`config.mk`:
```
export PLATFORM = sky130hd
export DESIGN_NAME = fcr_ctrl
export DESIGN_NICKNAME = d
export VERILOG_FILES = /design/src/rtl/core/fcr_pkg.sv /design/src/rtl/core/fcr_ctrl.sv
export SDC_FILE = /design/constraint.sdc
export NUM_CORES = 1
export LEC_CHECK = 0
export ABC_CLOCK_PERIOD_IN_PS = 9050
export BUFFER_PORTS_ARGS = -buffer_cell sky130_fd_sc_hd__buf_2
export CAP_MARGIN = 20
export CORE_UTILIZATION = 58
export CTS_CLUSTER_SIZE = 10
export DETAILED_ROUTE_END_ITERATION = 7
export PLACE_DENSITY = 0.9
export SKIP_CTS_REPAIR_TIMING = 1
export SYNTH_ARGS = -nofsm -noshare
export SYNTH_HDL_FRONTEND = slang
export SYNTH_SLANG_ARGS = --single-unit
```
`constraint.sdc`:
```
create_clock -name clk_i -period 9.05 [get_ports clk_i]
set_input_delay 0 -clock clk_i [delete_from_list [all_inputs] [get_ports clk_i]]
set_output_delay 0 -clock clk_i [all_outputs]
set_load 0.05 [all_outputs]
```
`src/rtl/core/fcr_pkg.sv`:
```
// ----------------------------------------------------------------------------
// fcr_pkg
// Shared constants, types and the pixel fade function of the code rain core.
// ----------------------------------------------------------------------------
package fcr_pkg;

  localparam int WidthDef  = 16;
  localparam int HeightDef = 16;

  localparam int PixW = 24;
  localparam int ChW  = 8;

  localparam logic [PixW-1:0] TrailColor   = 24'h1B8227;
  localparam logic [PixW-1:0] HeadColorRst = 24'h00FF00;
  localparam logic [ChW-1:0]  FadeMul      = 8'd193;
  localparam logic [ChW-1:0]  ChFull       = 8'hFF;

  typedef struct packed {
    logic            valid;
    logic [PixW-1:0] pixel;
    logic            frame_done;
  } fcr_result_t;

  function automatic logic [ChW-1:0] fade_ch(input logic [ChW-1:0] c);
    logic [2*ChW-1:0] prod;
    prod = c * FadeMul;
    return prod[2*ChW-1:ChW];
  endfunction

  function automatic logic [PixW-1:0] fade_pixel(input logic [PixW-1:0] p);
    return {fade_ch(p[23:16]), fade_ch(p[15:8]), fade_ch(p[7:0])};
  endfunction

endpackage

```
`src/rtl/core/fcr_ctrl.sv`:
```
// ----------------------------------------------------------------------------
// fcr_ctrl
// Sequencer: clearing pass, fused move/fade scan, spawn write and pixel read.
// ----------------------------------------------------------------------------
module fcr_ctrl #(
  parameter int Width  = fcr_pkg::WidthDef,
  parameter int Height = fcr_pkg::HeightDef,
  parameter int Depth  = Width * Height,
  parameter int AddrW  = (Depth > 1) ? $clog2(Depth) : 1
) (
  input  logic                     clk_i,
  input  logic                     rst_ni,
  input  logic [fcr_pkg::PixW-1:0] head_color_i,
  input  logic                     in_valid_i,
  output logic                     in_ready_o,
  input  logic                     op_i,
  input  logic [3:0]               spawn_col_i,
  input  logic [3:0]               read_col_i,
  input  logic [3:0]               read_row_i,
  output fcr_pkg::fcr_result_t     res_o,
  input  logic                     res_take_i,
  output logic                     mem_we_o,
  output logic [AddrW-1:0]         mem_waddr_o,
  output logic [fcr_pkg::PixW-1:0] mem_wdata_o,
  output logic [AddrW-1:0]         mem_raddr_a_o,
  input  logic [fcr_pkg::PixW-1:0] mem_rdata_a_i,
  output logic [AddrW-1:0]         mem_raddr_b_o,
  input  logic [fcr_pkg::PixW-1:0] mem_rdata_b_i
);

  localparam logic [2:0] StClear = 3'd0;
  localparam logic [2:0] StIdle  = 3'd1;
  localparam logic [2:0] StScan  = 3'd2;
  localparam logic [2:0] StDrain = 3'd3;
  localparam logic [2:0] StSpawn = 3'd4;
  localparam logic [2:0] StRead  = 3'd5;
  localparam logic [2:0] StResp  = 3'd6;

  localparam logic [AddrW-1:0] LastIdx   = AddrW'(Depth - 1);
  localparam logic [AddrW-1:0] BelowLim  = AddrW'(Depth - Width);
  localparam logic [AddrW-1:0] RowStep   = AddrW'(Width);
  localparam logic [AddrW-1:0] SpawnBase = AddrW'((Height - 1) * Width);

  logic [2:0]               state_q, state_d;
  logic [AddrW-1:0]         idx_q, idx_d;
  logic                     p1_valid_q;
  logic                     p1_below_q;
  logic [AddrW-1:0]         p1_addr_q;
  logic [AddrW-1:0]         spawn_addr_q;
  logic                     spawn_ok_q;
  logic [AddrW-1:0]         rd_addr_q;
  logic                     rd_ok_q;
  logic [fcr_pkg::PixW-1:0] res_pix_q, res_pix_d;
  logic                     res_frame_q, res_frame_d;
  logic                     in_accept;
  logic [AddrW-1:0]         rd_addr;
  logic                     rd_ok;
  logic                     below;
  logic [fcr_pkg::PixW-1:0] moved_pix;
  logic [fcr_pkg::PixW-1:0] new_pix;

  assign in_ready_o = (state_q == StIdle);
  assign in_accept  = in_valid_i && in_ready_o;

  assign rd_ok   = (32'(read_col_i) < Width) && (32'(read_row_i) < Height);
  assign rd_addr = AddrW'(32'(read_row_i) * Width + 32'(read_col_i));
  assign below   = (idx_q < BelowLim);

  assign mem_raddr_a_o = (state_q == StScan) ? idx_q :
                         ((state_q == StIdle) ? rd_addr : rd_addr_q);
  assign mem_raddr_b_o = idx_q + RowStep;

  always_comb begin
    if (p1_below_q && (mem_rdata_b_i == head_color_i)) begin
      moved_pix = head_color_i;
    end else if (mem_rdata_a_i == head_color_i) begin
      moved_pix = fcr_pkg::TrailColor;
    end else begin
      moved_pix = mem_rdata_a_i;
    end
    if (moved_pix[15:8] != fcr_pkg::ChFull) begin
      new_pix = fcr_pkg::fade_pixel(moved_pix);
    end else begin
      new_pix = moved_pix;
    end
  end

  always_comb begin
    mem_we_o    = 1'b0;
    mem_waddr_o = p1_addr_q;
    mem_wdata_o = new_pix;
    if (state_q == StClear) begin
      mem_we_o    = 1'b1;
      mem_waddr_o = idx_q;
      mem_wdata_o = '0;
    end else if (p1_valid_q) begin
      mem_we_o = 1'b1;
    end else if (state_q == StSpawn) begin
      mem_we_o    = spawn_ok_q;
      mem_waddr_o = spawn_addr_q;
      mem_wdata_o = head_color_i;
    end
  end

  always_comb begin
    state_d     = state_q;
    idx_d       = idx_q;
    res_pix_d   = res_pix_q;
    res_frame_d = res_frame_q;
    case (state_q)
      StClear: begin
        idx_d = idx_q + 1'b1;
        if (idx_q == LastIdx) begin
          idx_d   = '0;
          state_d = StIdle;
        end
      end
      StIdle: begin
        if (in_accept) begin
          idx_d   = '0;
          state_d = op_i ? StRead : StScan;
        end
      end
      StScan: begin
        idx_d = idx_q + 1'b1;
        if (idx_q == LastIdx) begin
          idx_d   = '0;
          state_d = StDrain;
        end
      end
      StDrain: begin
        state_d = StSpawn;
      end
      StSpawn: begin
        res_pix_d   = '0;
        res_frame_d = 1'b1;
        state_d     = StResp;
      end
      StRead: begin
        res_pix_d   = rd_ok_q ? mem_rdata_a_i : '0;
        res_frame_d = 1'b0;
        state_d     = StResp;
      end
      StResp: begin
        if (res_take_i) begin
          state_d = StIdle;
        end
      end
      default: begin
        state_d = StIdle;
      end
    endcase
  end

  always_ff @(posedge clk_i or negedge rst_ni) begin
    if (!rst_ni) begin
      state_q    <= StClear;
      idx_q      <= '0;
      p1_valid_q <= 1'b0;
    end else begin
      state_q    <= state_d;
      idx_q      <= idx_d;
      p1_valid_q <= (state_q == StScan);
    end
  end

  always_ff @(posedge clk_i) begin
    p1_below_q  <= below;
    p1_addr_q   <= idx_q;
    res_pix_q   <= res_pix_d;
    res_frame_q <= res_frame_d;
    if (in_accept) begin
      spawn_addr_q <= SpawnBase + AddrW'(spawn_col_i);
      spawn_ok_q   <= (32'(spawn_col_i) < Width);
      rd_addr_q    <= rd_addr;
      rd_ok_q      <= rd_ok;
    end
  end

  assign res_o.valid      = (state_q == StResp);
  assign res_o.pixel      = res_pix_q;
  assign res_o.frame_done = res_frame_q;

  a_we_when_busy : assert property (@(posedge clk_i) disable iff (!rst_ni)
    mem_we_o |-> (state_q != StIdle && state_q != StResp && state_q != StRead))
    else $error("frame buffer written outside a pass");

  a_accept_leaves_idle : assert property (@(posedge clk_i) disable iff (!rst_ni)
    in_accept |=> (state_q == StScan || state_q == StRead))
    else $error("accepted beat did not start work");

  a_scan_then_write : assert property (@(posedge clk_i) disable iff (!rst_ni)
    (state_q == StScan) |=> (p1_valid_q && mem_we_o))
    else $error("scan read without write back");

  a_result_blocks_input : assert property (@(posedge clk_i) disable iff (!rst_ni)
    res_o.valid |-> !in_ready_o)
    else $error("input taken while result pending in sequencer");

endmodule

```
==> impl_results.md <==
* Total Nets Final at 973
* Clock Latency Late Sink at 0.35 ns
* Compound-gate portion of the synthesized area at 15.8%
* Startpoint Class: flop
* Cell variety after synth at 62
* DRC at 0
* F_max at 180 MHz
* Worst slew margin at 24.1%
* H-tree lvl count at 3
* Vias in the first global route at 5,136
* Switch share at 59.6%
* Die Height at 103 µm
* DR vias/cell at 6.08
* Die ar. at 10,500 µm²
* Largest net degree at the start of global routing at 44
* Fin util at 72.4%
* Status: complete, no violations
* IO Port Bufs at 164
* Max VDD drop at 0.000219 V
* Wire length on met3 at 1620 µm
* Max-cap violations at 0
* Top layer used by detailed routing: met4
* Register bit total from synthesis at 58
* Internal at 0.000882 W
* WL met2 at 8300 µm
* Unrepaired setup endpoints after global routing: false
* WHS at 0.0256 ns
* Avg Cell Area, Syn at 9.38 µm²
* Total gr overflow at 0
* Rows at 36
* Sequential share of the synthesized area at 27.1%
* Worst Max-Slew Pin Slew at 1.14 ns
* Slew Viols, Final at 0
* Met1 WL at 7260 µm
* Comb pwr share at 68.8%
* Initial antenna violation count at 0
* Layout cells sized above 1 at 26.6%
* Final hold vios at 0
* DP HPWL at 13,400 µm
* TNS Setup at 0 ns
* Main combinational cell family by area after synthesis: adder cells
* Post-synthesis net count at 814
* Initial core utilization at 60.0%
* Post-Syn Area at 5860 µm²
* Setup crit end kind: primary output
* Net switching power at 0.00130 W
* First-pass GRT wire length at 25,800 µm
* Worst setup margin at 3.49 ns
* Area growth, synth to finish at 20.7%
* Worst-path clk slew at 0.07 ns
* Clock sink total at 58
* Tot Pwr at 0.00218 W
* XOR/XNOR Fraction of Synth Area at 11.6%
* Antenna-violating nets left at 0
* Antenna Cells at 0
* Core area at 9770 µm²
* Sequential power share at 19.9%
* Ys Warns at 0
* Horiz. Die Dim at 103 µm
* Clock share of power at 11.3%
* TritonCTS clock tree: built
* GRT Util Overall at 32.8%
* Routed len/inst at 19.0 µm
* EDFF count, synth at 37
* Drt pass-1 iters at 5
* Leak pwr at 3.71 nW
* Final min period at 5.56 ns
* Setup violators final at 0
* Worst slack, placed at 3.61 ns
* First DRT Iteration DRCs at 377
* CTS root buffer: clkbuf_8
* Hold Path Class: in2reg
* Setup Crit Path Kind: reg2out
* Routability cong. at 0.946
* CTS max path bufs at 2
* I/O pin cnt at 165
* Drt total wl at 17,600 µm
* Setup Skew at 0.0110 ns
* Arr. time, crit path at 5.56 ns
* CP Data Required Time at 9.05 ns
* Synth Area in Simple Gates at 15.5%
* Total CTS buffers at 9
* Mapped Cells at 625
* Via count at 5,610
* Adder-Cell Fraction of Synth Area at 21.7%
* Final period util at 61.4%
* Ys async rst share at 20.7%
* Prevailing post-synth register cell: edfxtp_1
* Crit Path Max Fanout at 17
* Pwr dens at 308 nW/µm²
* Mux contribution to synthesized area at 3.67%
## routing by layer
layer / vias up / track usage [%]
met3: 35 / 5.08
met1: 2632 / 44.1
li1: 2614 / -
met2: 329 / 53.9
met4: 0 / 10.7
met5: - / 0
## registers in the layout, indices dropped and copies added (netlist names), 3 cells and up
register and count:
res_pix_q 24, idx_q 8, p1_addr_q 8, rd_addr_q 8, spawn_addr_q 4, state_q 3
## stage by stage
step	std cells	instance area (µm²)
6_report	922	7080
2_1_floorplan	625	5860
3_3_place_gp	892	6710
5_1_grt	922	7080
4_1_cts	908	6920
3_5_place_dp	892	6710
## synth_stat cells (13+ instances only)
cell,count,share of area [%]
a21oi_1,22,1.9
a31o_2,13,1.9
a31oi_1,14,1.5
and3_1,26,2.8
clkbuf_1,21,1.3
edfxtp_1,37,19
ha_1,97,21
inv_1,27,1.7
mux2i_1,17,2.9
nand2_1,51,3.3
nor2_1,23,1.5
nor3_1,17,1.5
o21ai_0,36,3.1
xnor2_1,16,2.4
xor2_1,62,9.3
## power groups by stage
stage	logic, W	clock network (W)	registers [W]
floorplan	0.000994	0	0.000577
global placement	0.00144	0	0.000434
detailed placement	0.00146	0	0.000438
CTS	0.00147	0.000247	0.000434
global route	0.00159	0.000256	0.000443
finish	0.00150	0.000247	0.000434
## path summary, 6_finish.rpt
kind	from	to	cells after the start	slack [ns]
hold / removal	op_i	state_q[1]$_DFFE_PN0P_	4	0.03
hold reg to reg	idx_q[1]$_DFFE_PN0P_	p1_addr_q[1]$_DFF_P_	0	0.52
max in group asynchronous	rst_ni	idx_q[1]$_DFFE_PN0P_	2	8.74
min in group asynchronous	rst_ni	state_q[0]$_DFFE_PN0P_	2	0.07
setup reg to reg	state_q[0]$_DFFE_PN0P_	idx_q[6]$_DFFE_PN0P_	6	6.38
setup / recovery	p1_below_q$_DFF_P_	mem_wdata_o[23]	17	3.49
## critical path, stage by stage (launching register included)
cell	delay (ns)
dfxtp_1	0.37
and2_1	0.19
nand4_4	0.25
nor2_1	0.77
a22oi_1	0.26
ha_1	0.33
ha_1	0.29
ha_1	0.29
ha_1	0.29
ha_1	0.33
and3_1	0.20
a221oi_1	0.37
o21ai_0	0.18
xor2_1	0.19
a211o_1	0.29
a21boi_0	0.19
o31a_1	0.15
buf_2	0.25
## final cells by class
type,instances,area [µm²]
multi-input cells,506,4010
fillers,722,2700
flip-flops and latches,58,1590
repair buffers,181,1000
clock buffers,13,191
well taps,133,166
inverters,28,105
clock inverters,3,16.3
## cells by family (layout without fill, tap and decap cells)
kind of cell,count (synthesis),in the layout
compound gates,140,140
buf+inv,61,225
fa+ha+maj,100,100
mux,21,21
xor+xnor,78,78
simple gates,167,167
flops,58,58
## cell usage in the layout, fill, tap and decap left out, drive strengths merged, types with 4 or more instances in the layout
cell         count
a21oi           22
or2              4
o22a             6
mux2             4
and2            10
nor4            14
edfxtp          37
buf            168
a21o             6
a31o            13
o21ai           38
o31ai            5
inv             28
dfxtp            9
dfrtp           12
xnor2           16
clkbuf          13
ha              97
nor2            23
nand3            8
xor2            62
nand2           51
nor3            17
o21bai           4
dlygate4sd3     13
mux2i           17
a22oi           11
and3            26
a31oi           14
Power figures use the tool's default switching activity.
